**config.mk**
```make
export PLATFORM = sky130hd
export DESIGN_NAME = kts_lerp
export DESIGN_NICKNAME = d
export VERILOG_FILES = /design/src/sv/kts_pkg.sv /design/src/sv/kts_lerp.sv
export SDC_FILE = /design/constraint.sdc
export NUM_CORES = 2
export LEC_CHECK = 0
export BUFFER_PORTS_ARGS = -buffer_cell sky130_fd_sc_hd__buf_2
export CORE_ASPECT_RATIO = 0.7
export CORE_MARGIN = 4
export CORE_UTILIZATION = 30
export CTS_CLUSTER_DIAMETER = 150
export CTS_CLUSTER_SIZE = 28
export DETAILED_ROUTE_END_ITERATION = 8
export SLEW_MARGIN = 20
export SYNTH_ARGS = -nofsm -noshare
export SYNTH_HDL_FRONTEND = slang
export SYNTH_SLANG_ARGS = --single-unit
export TNS_END_PERCENT = 30
```
**constraint.sdc**
```tcl
create_clock -name clk_i -period 19 [get_ports clk_i]
set_input_delay 1.9 -clock clk_i [delete_from_list [all_inputs] [get_ports clk_i]]
set_output_delay 1.9 -clock clk_i [all_outputs]
set_load 0.05 [all_outputs]
```
**src/sv/kts_pkg.sv**
```systemverilog
`default_nettype none
package kts_pkg;

  localparam int MAX_KEYS = 64;
  localparam int IDX_W    = $clog2(MAX_KEYS);
  localparam int CNT_W    = $clog2(MAX_KEYS + 1);
  localparam int CFG_W    = 7;
  localparam int SLOT_W   = 6;
  localparam int FRAC_W   = 16;

  typedef enum logic [2:0] {
    ST_WRITTEN  = 3'd0,
    ST_INTERP   = 3'd1,
    ST_SINGLE   = 3'd2,
    ST_PAST     = 3'd3,
    ST_BEFORE   = 3'd4,
    ST_ZERO_GAP = 3'd5
  } status_e;

  typedef struct packed {
    logic        [31:0] ktime;
    logic signed [31:0] x;
    logic signed [31:0] y;
    logic signed [31:0] z;
  } key_t;

  typedef struct packed {
    logic              en;
    logic [SLOT_W-1:0] slot;
    key_t              key;
  } wr_t;

  typedef struct packed {
    logic        valid;
    logic        done;
    status_e     stat;
    logic [31:0] t;
    key_t        start_k;
    key_t        end_k;
  } token_t;

  typedef struct packed {
    logic signed [31:0] x;
    logic signed [31:0] y;
    logic signed [31:0] z;
    status_e            stat;
  } res_t;

endpackage
`default_nettype wire

```
**src/sv/kts_lerp.sv**
```systemverilog
`default_nettype none
module kts_lerp (
  input  wire logic            clk_i,
  input  wire logic            rst_ni,
  input  wire kts_pkg::token_t tok_i,
  input  wire logic            take_i,
  output logic                 res_valid_o,
  output kts_pkg::res_t        res_o
);
  import kts_pkg::*;

  typedef enum logic [1:0] {S_IDLE, S_DIV, S_MUL, S_DONE} state_e;

  state_e             state_q;
  key_t               start_q, end_q;
  logic [31:0]        rem_q;
  logic [FRAC_W-1:0]  quo_q;
  logic [3:0]         cnt_q;
  logic [1:0]         comp_q;
  res_t               res_q;

  logic [31:0]        gap;
  logic [32:0]        rem2, rem_sub;
  logic               ge;
  logic signed [31:0] a, b, sum;
  logic signed [32:0] d;
  logic signed [49:0] prod;

  // Restoring divide: one quotient bit per cycle.
  assign gap     = end_q.ktime - start_q.ktime;
  assign rem2    = {rem_q, 1'b0};
  assign rem_sub = rem2 - {1'b0, gap};
  assign ge      = rem2 >= {1'b0, gap};

  always_comb begin
    case (comp_q)
      2'd0:    begin a = start_q.x; b = end_q.x; end
      2'd1:    begin a = start_q.y; b = end_q.y; end
      2'd2:    begin a = start_q.z; b = end_q.z; end
      default: begin a = start_q.x; b = end_q.x; end
    endcase
  end

  // The exact product shifted right arithmetically gives the floor.
  assign d    = {b[31], b} - {a[31], a};
  assign prod = d * $signed({1'b0, quo_q});
  assign sum  = a + $signed(prod[47:16]);

  always_ff @(posedge clk_i or negedge rst_ni) begin
    if (!rst_ni) begin
      state_q <= S_IDLE;
      start_q <= '0;
      end_q   <= '0;
      rem_q   <= '0;
      quo_q   <= '0;
      cnt_q   <= '0;
      comp_q  <= '0;
      res_q   <= '0;
    end else begin
      case (state_q)
        S_IDLE: begin
          if (tok_i.valid) begin
            start_q   <= tok_i.start_k;
            end_q     <= tok_i.end_k;
            rem_q     <= tok_i.t - tok_i.start_k.ktime;
            cnt_q     <= '0;
            comp_q    <= '0;
            res_q.x   <= tok_i.start_k.x;
            res_q.y   <= tok_i.start_k.y;
            res_q.z   <= tok_i.start_k.z;
            state_q   <= S_DONE;
            if (!tok_i.done) begin
              res_q.stat <= ST_PAST;
            end else if (tok_i.stat != ST_INTERP) begin
              res_q.stat <= tok_i.stat;
            end else if (tok_i.end_k.ktime <= tok_i.start_k.ktime ||
                         tok_i.t < tok_i.start_k.ktime) begin
              res_q.stat <= ST_ZERO_GAP;
            end else begin
              res_q.stat <= ST_INTERP;
              state_q    <= S_DIV;
            end
          end
        end
        S_DIV: begin
          rem_q <= ge ? rem_sub[31:0] : rem2[31:0];
          quo_q <= {quo_q[FRAC_W-2:0], ge};
          cnt_q <= cnt_q + 4'd1;
          if (cnt_q == 4'(FRAC_W - 1)) begin
            state_q <= S_MUL;
          end
        end
        S_MUL: begin
          case (comp_q)
            2'd0:    res_q.x <= sum;
            2'd1:    res_q.y <= sum;
            default: res_q.z <= sum;
          endcase
          comp_q <= comp_q + 2'd1;
          if (comp_q == 2'd2) begin
            state_q <= S_DONE;
          end
        end
        S_DONE: begin
          if (take_i) begin
            state_q <= S_IDLE;
          end
        end
        default: state_q <= S_IDLE;
      endcase
    end
  end

  assign res_valid_o = (state_q == S_DONE);
  assign res_o       = res_q;

endmodule
`default_nettype wire

```
==> run metrics <==
post-CTS setup buffer count 0; origin of the critical flop-to-flop path comp_q[0]; most frequent cell after synthesis nand2_1; required time at the worst-slack endpoint between 15 and 20 ns; Die W approximately 460 um; endpoints failing setup 0; maximum frequency from static timing analysis 67.9 MHz; count of unique library cells instantiated by Yosys 91; post-synthesis area per instance approximately 8.4 um^2; relative slew slack 0.258; clock tree from TritonCTS built; clock sink count between 400 and 500; Worst Reg-to-Reg Cells 55; part of the cycle the worst path needs 0.776; Yosys reg bits between 400 and 500; buffer type at the clock tree root clkbuf_16; RSZ-0062 raised after global routing no; row count approximately 120; largest area contributor in the netlist dfrtp_1; vias in the first global route 36600; height of the die approximately 330 um; signed area change from the synthesized netlist to the final layout 10.8%; first-pass iteration count of the detailed router 6; Critical Path Sink Type register; synthesized cell area between 0.04 and 0.05 mm^2; Final Wtd Congestion 0.901; Worst-Margin Slew roughly 1.1 ns; vias between 30000 and 40000; count of input and output buffers just under 400; crit path time final between 10 and 15 ns; critical path's largest stage delay around 0.77 ns; global route overflow 0; post-CTS clock slew at the launch and capture registers of the worst setup and hold paths around 0.12 ns; number of enable flip-flop cells after synthesis 0; result of the run finished, final reports clean; number of DRC violations after detailed-routing iteration 0 slightly below 3000; number of H-tree levels 1; Layout fillers around 15000; maximum number of pins on one net before global-route repair around 180; clock insertion delay at the later pin of the skew report between 0.6 and 0.7 ns; global-route wire length before repair 221000 um; remaining design rule violation count 0; portion of synthesized cell area occupied by the leading cell type 0.236; layout cells sized above 1 0.107; effective utilization at floorplan 0.304; Bufs on Longest Clock Path 3; boundary pin count between 300 and 400; max_cap viols 0; initial antenna violation count 13; overall routed net length about 140000 um; sort of element at the start of the critical path register; number of buffers inserted during clock tree synthesis 19; Worst Hold Margin ~0.49 ns; total count of hold-check failures in the final report 0; endpoint of the worst register-to-register path res_o[66]; Net Count, Synth between 6000 and 7000; dominant synthesized flop cell dfrtp_1; accumulated negative setup slack 0 ns; cell with the biggest individual delay on the critical path xnor2_2; start-to-end type of the worst setup path register to register; setup slack of the worst register-to-register path roughly 4.3 ns; share of synthesized registers carrying an async set or reset 1.00; cell count after synthesis approximately 5200; all-layer global routing usage 0.184; largest cells by area after synthesis dfrtp_1, fa_1, nand2_1; die area approximately 0.15 mm^2; biggest fanout along the worst timing path 41; library cell appearing most often on the critical path a21o_1; Routed Antenna Nets 0; fin. max-slew vios 0; total of warnings raised by yosys 0; final net count 6532; count of cells resized by post-cts repair 0; leading cell types by count after synthesis nand2_1, inv_1, fa_1; crit path from comp_q[0]; arrival time of the worst setup path around 15 ns; CTS hold repair buffers 0; via/cell ratio about 4.9; core outline area roughly 0.14 mm^2; half-perimeter wire length after placement around 110000 um; worst hold path type register to register; final routed wire length divided by cell count a little under 20 um; setup skew after layout between 0.04 and 0.05 ns; capturing instance or port of the critical path res_o[66]; sequential-to-total area share from yosys stat 0.236
stage by stage:
step	utilization	setup WS [ns]	cell area, um^2	std cells
floorplan	-	6.14	43700	5212
global placement	0.333	4.83	47800	7369
detailed placement	0.333	4.47	47800	7369
CTS	0.336	4.38	48400	7393
global route	0.336	3.25	48400	7396
finish	0.336	4.26	48400	7400
cell usage in the layout (no fill, tap or decap), types with 74 or more instances in the layout:
| cell | netlist | routed |
|---|---|---|
| buf_2 | 10 | 394 |
| inv_1 | 734 | 734 |
| ha_1 | 299 | 294 |
| nor2_1 | 300 | 299 |
| dfrtp_1 | 411 | 409 |
| a22oi_1 | 74 | 74 |
| nand2_1 | 1221 | 1220 |
| fa_1 | 494 | 494 |
| o21ai_0 | 140 | 140 |
| and2_1 | 246 | 245 |
| a31oi_1 | 103 | 102 |
| a21oi_1 | 230 | 228 |
| xnor2_1 | 132 | 116 |
registers in the layout, indices dropped and copies added, names as in the netlist:
register,count
cnt_q,4
comp_q,2
end_q,128
quo_q,16
rem_q,32
res_o,99
start_q,128
state_q,2
layout make-up:
class / instances / area, um^2 / share of cell area
sequential: 411 / 10300 / 0.213
timing repair buffer: 452 / 2430 / 0.0502
tap: 1947 / 2440 / 0.0503
antenna: 7 / 17.5 / 0.000362
clock buffer: 21 / 493 / 0.0102
inverter: 735 / 2760 / 0.0570
multi-input combinational: 3824 / 29900 / 0.618
clock inverter: 3 / 45.0 / 0.000931
worst max-delay path: cells and delay by family, from the launching register on:
family / cells / cell delay (ns)
compound gates: 30 / 6.56
xor+xnor: 1 / 0.77
fa+ha+maj: 10 / 4.40
buf+inv: 7 / 0.98
flops: 1 / 0.42
simple gates: 7 / 1.41
metal layers:
layer	global-route usage	vias to the layer above	wire length, um
li1	-	16900	-
met2	0.271	1320	59400
met1	0.274	18000	66700
met5	0	-	48
met4	0.0443	6	3750
met3	0.0398	136	12200
how the worst min path moves through the flow:
| stage | startpoint | endpoint | slack (ns) | cells after the start |
|---|---|---|---|---|
| after detailed placement | end_q[64] | end_q[64] | 0.46 | 2 |
| final | end_q[116] | end_q[116] | 0.49 | 2 |
| after global routing | end_q[115] | end_q[115] | 0.49 | 2 |
| after global placement | start_q[95] | start_q[95] | 0.46 | 2 |
| after floorplan | end_q[64] | end_q[64] | 0.44 | 2 |
| after CTS | end_q[115] | end_q[115] | 0.49 | 2 |
logic make-up after synthesis:
family / share of synthesized area
XOR/XNOR: 0.0389
adder cells (fa/ha/maj): 0.314
AO/OA/AOI/OAI: 0.123
flip-flops: 0.236
AND/OR/NAND/NOR: 0.195
multiplexers: 0.00814
buffers and inverters: 0.0854
Power is not shown: default switching activity piles up to over one toggle a cycle in this logic, so the estimate is an artifact.
