===== src/sv/kts_pkg.sv =====
`default_nettype none
package kts_pkg;

  localparam int MAX_KEYS = 64;
  localparam int IDX_W    = $clog2(MAX_KEYS);
  localparam int CNT_W    = $clog2(MAX_KEYS + 1);
  localparam int CFG_W    = 7;
  localparam int SLOT_W   = 6;
  localparam int FRAC_W   = 16;

  typedef enum logic [2:0] {
    ST_WRITTEN  = 3'd0,
    ST_INTERP   = 3'd1,
    ST_SINGLE   = 3'd2,
    ST_PAST     = 3'd3,
    ST_BEFORE   = 3'd4,
    ST_ZERO_GAP = 3'd5
  } status_e;

  typedef struct packed {
    logic        [31:0] ktime;
    logic signed [31:0] x;
    logic signed [31:0] y;
    logic signed [31:0] z;
  } key_t;

  typedef struct packed {
    logic              en;
    logic [SLOT_W-1:0] slot;
    key_t              key;
  } wr_t;

  typedef struct packed {
    logic        valid;
    logic        done;
    status_e     stat;
    logic [31:0] t;
    key_t        start_k;
    key_t        end_k;
  } token_t;

  typedef struct packed {
    logic signed [31:0] x;
    logic signed [31:0] y;
    logic signed [31:0] z;
    status_e            stat;
  } res_t;

endpackage
`default_nettype wire


===== src/sv/kts_cell.sv =====
`default_nettype none
module kts_cell (
  input  wire logic                      clk_i,
  input  wire logic                      rst_ni,
  input  wire logic [kts_pkg::IDX_W-1:0] idx_i,
  input  wire logic [kts_pkg::CNT_W-1:0] n_i,
  input  wire kts_pkg::wr_t              wr_i,
  input  wire kts_pkg::token_t           tok_i,
  output kts_pkg::token_t                tok_o
);
  import kts_pkg::*;

  key_t   key_q;
  token_t tok_d, tok_q;
  logic   valid_q;

  // Cell zero screens the single-key and before-first cases; every other cell
  // in use tests whether the sample time falls before its own key.
  always_comb begin
    tok_d = tok_i;
    if (tok_i.valid && !tok_i.done) begin
      if (idx_i == '0) begin
        tok_d.start_k = key_q;
        if (n_i == CNT_W'(1)) begin
          tok_d.done = 1'b1;
          tok_d.stat = ST_SINGLE;
        end else if (tok_i.t < key_q.ktime) begin
          tok_d.done = 1'b1;
          tok_d.stat = ST_BEFORE;
        end
      end else if (idx_i < n_i) begin
        if (tok_i.t < key_q.ktime) begin
          tok_d.done  = 1'b1;
          tok_d.stat  = ST_INTERP;
          tok_d.end_k = key_q;
        end else begin
          tok_d.start_k = key_q;
        end
      end
    end
  end

  always_ff @(posedge clk_i) begin
    if (wr_i.en && (int'(wr_i.slot) == int'(idx_i))) begin
      key_q <= wr_i.key;
    end
    tok_q <= tok_d;
  end

  always_ff @(posedge clk_i or negedge rst_ni) begin
    if (!rst_ni) begin
      valid_q <= 1'b0;
    end else begin
      valid_q <= tok_i.valid;
    end
  end

  always_comb begin
    tok_o       = tok_q;
    tok_o.valid = valid_q;
  end

endmodule
`default_nettype wire


===== config.mk =====
export PLATFORM = sky130hd
export DESIGN_NAME = kts_cell
export DESIGN_NICKNAME = d
export VERILOG_FILES = /design/src/sv/kts_pkg.sv /design/src/sv/kts_cell.sv
export SDC_FILE = /design/constraint.sdc
export NUM_CORES = 1
export LEC_CHECK = 0
export BUFFER_PORTS_ARGS = -buffer_cell sky130_fd_sc_hd__buf_2
export CORE_AREA = 2 2 284 286
export CTS_CLUSTER_DIAMETER = 30
export DETAILED_ROUTE_END_ITERATION = 8
export DIE_AREA = 0 0 286 288
export GPL_TIMING_DRIVEN = 0
export PLACE_DENSITY = 0.47
export RECOVER_POWER = 25
export SYNTH_ARGS = -nofsm -noshare
export SYNTH_HDL_FRONTEND = slang
export SYNTH_SLANG_ARGS = --single-unit

===== constraint.sdc =====
create_clock -name clk_i -period 7.68 [get_ports clk_i]
set_input_delay 1.536 -clock clk_i [delete_from_list [all_inputs] [get_ports clk_i]]
set_output_delay 1.536 -clock clk_i [all_outputs]
set_load 0.02 [all_outputs]

==> results of run 1 <==
synth_stat cells:
library cell / n
a221oi_1: 2
mux2i_1: 1
a21boi_2: 1
nor4_1: 2
buf_8: 1
nor3_1: 2
a21o_1: 2
inv_1: 38
or2_2: 2
mux2_2: 158
nor2_1: 9
and4_1: 1
or3b_1: 1
nor4b_1: 1
a311o_1: 1
nand3_1: 2
nor3_4: 1
o22ai_1: 2
dfxtp_1: 292
mux2_1: 98
ha_1: 36
nand2_1: 14
nand2b_1: 3
nor2b_1: 1
xnor2_1: 3
o31ai_1: 1
nand4_1: 6
a21oi_1: 13
o21ai_0: 8
edfxtp_1: 128
buf_6: 9
and2_1: 1
dfrtp_1: 1
buf_2: 15
o21ai_1: 1
buf_4: 4
a211oi_1: 4
xor2_1: 3
o211ai_1: 1
nor4_2: 1
nand4b_1: 1
a31oi_1: 2
critical path, stage by stage:
cell and delay, ps:
clkbuf_1 230, xnor2_1 200, nand4_1 140, nor4_1 420, clkbuf_1 580, clkbuf_1 610
clkbuf_1 620, buf_6 270, buf_6 190, buf_6 190
registers in the layout, summed over array words and instances (netlist names):
register  flops
valid_q       1
tok_o       292
key_q       128
report_power, final:
part | switching [mW] | internal (mW)
Sequential | 0.0347 | 2.42
Clock | 1.45 | 2.99
Combinational | 0.333 | 0.251
Total | 1.82 | 5.66
path summary, 6_finish.rpt:
check	start	end	slack [ps]
hold reg to reg	key_q[44]	tok_o[44]	470
setup / recovery	idx_i[0]	key_q[24]	2990
max in group asynchronous	rst_ni	valid_q	6920
min in group asynchronous	rst_ni	valid_q	680
setup reg to reg	key_q[98]	tok_o[136]	3910
hold / removal	key_q[44]	tok_o[44]	470
routing by layer:
layer | wire [um] | up-vias | part of all wire | GRT usage
met5 | 13 | - | 0.00024 | 0
met4 | 1880 | 2 | 0.035 | 0.0577
met3 | 4810 | 115 | 0.089 | 0.0469
met2 | 27500 | 519 | 0.51 | 0.221
met1 | 19900 | 4995 | 0.37 | 0.132
li1 | - | 4885 | - | -
through the flow:
step,setup TNS [ps],instances,util,cell area (sq um),setup slack (ps)
floorplan,0,873,-,14000,1360
global placement,-302120,2668,0.238,19000,-2390
detailed placement,0,2681,0.240,19100,2330
CTS,0,2872,0.286,22800,2980
global route,0,2876,0.285,22700,2790
finish,0,2876,0.285,22700,2990
final cells by class:
type                            count  area (sq um)  area share
Sequential cell                   421          9710       0.428
Multi-Input combinational cell    385          3890       0.172
Timing Repair Buffer              748          3740       0.165
Clock buffer                      131          2890       0.127
Tap cell                         1060          1330      0.0585
Clock inverter                     60           737      0.0325
Buffer                             29           221     0.00977
Inverter                           38           143     0.00629
Antenna cell                        4          10.0    0.000441
kinds of logic after synthesis:
logic type                 after synthesis  share of synthesized area
AOI/OAI and AO/OA                       38                     0.0167
xor gates and xnor gates                 6                    0.00376
adders and majority gates               36                     0.0322
buffers and inverters                   67                     0.0261
DFF                                    421                      0.695
muxes                                  257                      0.207
and+or+nand+nor                         48                     0.0189
==> reports/metrics.cfg, run 1 <==
[yosys]
synthCells=873
yosysTopAreaCell=dfxtp_1
synth-seq-cells=421
yosysWarnings=0
synth.distinct_cells=42
postSynthAreaPerCell_sq_um=16.0
synth.net_count=1352
yosysSeqAreaShare=0.695
yosys.area.top_type_share=0.418
yosys-top-cells-area=dfxtp_1 (42%), edfxtp_1 (28%), mux2_2 (13%)
syn_area_sq_um=14000

[worst_setup_path]
critical_path_required_ps=8000
r2r_cells=10
arrival_ps=5000
worst_setup_path_start_kind=primary input
cp_max_fo=11
endpoint_kind=flip-flop
crit_type=primary input to flip-flop

[route]
wire_per_inst_um=18.8
routed_wl_um=54200
ant_nets=0
drc=0
routed-via-count=10500
drt-vias-per-instance=3.66
drtPass1Iterations=4
drt_iter0_drc=223

[timing]
final-max-slew-violation-count=0
finalHoldViolCount=0
fin_worst_skew_ps=37.0
period_share=0.611
finalSetupViolCount=0
fmax_mhz=213
hold_ws_ps=475
rsz0062_at_grt=false
slew_headroom=0.452
tightest_slew_ps=817
min_period_ps=4690

[cts]
clockBufferDepth=3
cts_buffers=102
cts.sinks=421
cts-root-buf=clkbuf_16
cts_tree=done
cts_resized=0
h-tree-depth=3
clk_latency_ps=640
clkTransAtPathRegs_ps=50
holdBufCountCts=0
cts_setup_buffers=0

[global_route]
antenna_found_initial=11
grt_max_degree=15
grt_remaining_overflow=0
grt_pass1_vias=11600
grt_util_all_layers=0.125
grt_pass1_wl_um=75300

[layout]
drive_gt1_frac=0.593
fillers=8323
fin_nets=2204
mostFrequentLayoutCells=buf_2 (709), dfxtp_1 (292), mux2_2 (158)
layout_commonest_cell=buf_2
syn_to_final_growth_pct=62.3

[floorplanning]
core_sq_um=79600
die_h_um=288
die_area_sq_um=82400
initial_core_util=0.175
fp-row-count=104
io_pins=736
die_x_um=286

[worst_hold_path]
holdPathStages=1
hp-class=flip-flop to flip-flop

[power_and_ir_drop]
powerDensity_nw_per_um2=330
p_leak_nw=10.0
peakVddDrop_mv=0.196
power_mw=7.48

[place]
hpwlAfterDp_um=42800
numPortBuffers=735
routabilityCongestion=0.846

[job]
cap_violations=0

[run_status]
status=completed

Power figures use the tool's default switching activity.
==> inputs of run 2 (changes only) <==
Settings changed: ABC_AREA set to 1, CORE_AREA 2 2 284 286 to 2 2 290 292, DIE_AREA 0 0 286 288 to 0 0 292 294, PLACE_DENSITY 0.47 to 0.48.
Clock period 7.68 ns to 4.2 ns, I/O delays scaled along.
==> run 2 against run 1 <==
  * Non-clock buffer count rose by 42
  * Register-to-register slack got worse by 2800 ps
  * Worst setup slack got worse by 2300 ps
  * Critical endpoint is now key_q[59]
  * Largest cell class unchanged
==> reports/metrics.cfg, run 2 <==
[worst_setup_path]
crit_family=buffers and inverters
max_stage_delay_ps=790  ; +170 ps
cp_num_buf_inv=9  ; +2
worst_setup_path_start_kind=primary input
crit_type=primary input to flip-flop
cp_cell_sequence=clkbuf_1 -> inv_8 -> nand2_1 -> o21ai_1 -> a2111o_1 -> nor4_1 -> buf_6 -> buf_6 -> buf_6 -> buf_8 -> buf_6 -> buf_8 -> buf_8
cpMostUsedCell=buf_6
cp-startpoint=idx_i[2]
cp_slowest_cell=nor4_1
cp_max_fo=13  ; +2
regToRegStartpoint=key_q[111]
endpoint_kind=flip-flop
critical_path_required_ps=4550  ; -3450 ps
arrival_ps=3850  ; -1150 ps

[layout]
fin_nets=2774  ; +26%
post-route-util=0.284  ; -0.000421
mostFrequentLayoutCells=buf_2 (709), nand2_1 (419), dfxtp_1 (292)
design_area_sq_um=23600  ; +3.9%
drive_gt1_frac=0.403  ; -0.189
instances_no_fill=3477  ; +21%
largest_reg_flops=292  ; unchanged
syn_to_final_growth_pct=62.4  ; about the same
layout_commonest_cell=buf_2

[yosys]
synth-seq-cells=421  ; unchanged
synth_compound_area_frac=0.0570  ; +0.0402
yosysSeqAreaShare=0.669  ; -0.0258
synthCells=1436  ; +64%
ys_top_cells_by_count=nand2_1 (419), dfxtp_1 (292), inv_1 (151)
muxShareOfSynthArea=0  ; -0.207
syn_area_sq_um=14500  ; +3.9%
yosys-top-cells-area=dfxtp_1 (40%), edfxtp_1 (26%), nand2_1 (11%)
synth.distinct_cells=30  ; -29%
synth.net_count=1915  ; +42%
synthSimpleGateAreaFrac=0.169  ; +0.150
synth_top_family_by_area=simple AND/OR/NAND/NOR gates
yosysWarnings=0  ; unchanged
synth_xor_area_frac=0  ; -0.00376
synth.most_common_cell=nand2_1
yosys.area.top_type_share=0.403  ; -0.0155
synth_edf_count=128  ; unchanged
synth-adder-area-share=0.0310  ; -0.00120
synthFlopType=dfxtp_1
yosysTopAreaCell=dfxtp_1
async_flop_share=0.00238  ; unchanged
postSynthAreaPerCell_sq_um=10.1  ; -37%

[power_and_ir_drop]
swShare=0.240  ; -0.00328
power.clock.fraction=0.603  ; +0.009
p_comb_frac=0.085  ; +0.007
peakVddDrop_mv=0.338  ; +73%
power_switching_mw=3.48  ; +91%
p_leak_nw=11.6  ; +16%
power_frac_seq=0.312  ; -0.016
p_int_mw=11.0  ; +95%
powerDensity_nw_per_um2=615  ; +86%

[place]
placed_area_sq_um=19700  ; +2.9%
dp_cells=3263  ; +22%
routabilityCongestion=0.883  ; +4.5%
hpwlAfterDp_um=50500  ; +18%
numPortBuffers=735  ; unchanged

[global_route]
grt_max_degree=16  ; +1
grt_util_all_layers=0.145  ; +0.0200
grt_pass1_wl_um=90200  ; +20%
grt_remaining_overflow=0  ; unchanged
grt_pass1_vias=13600  ; +17%
antenna_found_initial=13  ; +2

[run_status]
status=completed

[route]
ant_nets=0  ; unchanged
routed-via-count=13200  ; +25%
drt_iter0_drc=543  ; +140%
drt-vias-per-instance=3.79  ; +3.5%
routed_wl_um=64400  ; +19%
drtPass1Iterations=5  ; +1
drc=0  ; unchanged
wire_per_inst_um=18.5  ; -1.7%

[floorplanning]
die_area_sq_um=85800  ; +4.2%
fp-row-count=106  ; +1.9%
die_h_um=294  ; +2.1%
io_pins=736  ; unchanged
initial_core_util=0.175  ; -0.000385
die_x_um=292  ; +2.1%
core_sq_um=82900  ; +4.1%

[cts]
clk_latency_ps=660  ; +20 ps
clockBufferDepth=3  ; unchanged
cts-root-buf=clkbuf_16
cts_tree=done
cts_buffers=109  ; +6.9%
clkTransAtPathRegs_ps=50  ; about the same
h-tree-depth=3  ; unchanged
cts_resized=0  ; unchanged
cts.sinks=421  ; unchanged

[job]
cap_violations=0  ; unchanged

[timing]
period_share=0.833
fin_worst_skew_ps=25.5  ; -11.5 ps
fmax_mhz=286
final-max-slew-violation-count=0  ; unchanged
tightest_slew_ps=1040  ; +220 ps
rsz0062_at_grt=false
finalSetupViolCount=0  ; unchanged
tns_ps=0  ; unchanged
slew_headroom=0.303  ; -0.150
finalHoldViolCount=0  ; unchanged
min_period_ps=3500

[worst_hold_path]
hp-class=primary input to flip-flop
min_from=tok_i[256]

run 2: cell types whose count changed after synthesis, moves of 5 or more:
cell     delta
o21ai_0    +24
nand3_1   +136
buf_2      +24
mux2_2    -158
mux2_1     -98
buf_4       +9
nand2_1   +405
nand2_2    +14
o21ai_1   +104
buf_6       +5
inv_1     +113
run 2: path summary, 6_finish.rpt:
check | to | slack [ps] | cells after the start
max | key_q[59] | 700 | 13
min | tok_o[256] | 330 | 1
max reg2reg | tok_o[93] | 1130 | 14
min reg2reg | tok_o[253] | 450 | 2
max in group asynchronous | valid_q | 3600 | 2
min in group asynchronous | valid_q | 490 | 2
run 2: worst register-to-register path: stages, from the launching register on:
cell and delay [ps]:
edfxtp_1 330, inv_1 60, ha_1 280, nand2_1 80, inv_2 50, nand3_1 110
a31oi_1 180, nor2_1 50, nand2_1 240, nand2_2 130, nand4_2 150, buf_2 390
buf_2 570, nand2_1 260, o21ai_1 130
run 2: cell type report:
type	instances	area [sq um]
inverters	155	589
repair buffers	748	3760
clock inverters	62	762
multi-input cells	789	3730
fillers	8841	59300
clock buffers	146	3170
plain buffers	71	482
diodes	5	12.5
flip-flops and latches	421	9710
well taps	1080	1350
run 2: through the flow:
| stage | power (mW) | hold slack [ps] | setup WS [ps] |
|---|---|---|---|
| after floorplan | 5.20 | 437 | -1660 |
| after global placement | 5.85 | 449 | -5200 |
| after detailed placement | 5.85 | 449 | 380 |
| after CTS | 14.7 | 248 | 968 |
| after global routing | 15.0 | 281 | 437 |
| final | 14.5 | 329 | 702 |
run 2: cells by family (layout without fill, tap and decap cells):
logic type,Yosys count,count (layout)
simple gates,592,592
fa+ha+maj,36,36
compound gates,161,161
flops,421,421
other cells,0,5
buf+inv,226,1182
run 2: power by group through the flow:
stage	clock network, mW	registers, mW	logic, mW
after global routing	9.11	4.55	1.34
after detailed placement	0	4.59	1.26
final	8.73	4.53	1.23
after global placement	0	4.60	1.25
after CTS	8.88	4.53	1.26
after floorplan	0	4.89	0.309
run 2: layer usage:
| metal | global-route usage | share of wire | vias to the layer above |
|---|---|---|---|
| li1 | - | - | 6424 |
| met1 | 0.167 | 0.40 | 6090 |
| met2 | 0.248 | 0.49 | 543 |
| met3 | 0.0533 | 0.085 | 95 |
| met4 | 0.0479 | 0.021 | 10 |
| met5 | 0 | 0.00095 | - |
run 2: repair_timing:
| action | 4_1_cts | 5_1_grt |
|---|---|---|
| hold buffers | 1 | 0 |
| setup buffers | 0 | 0 |
| hold endpoints to repair | 1 | 0 |
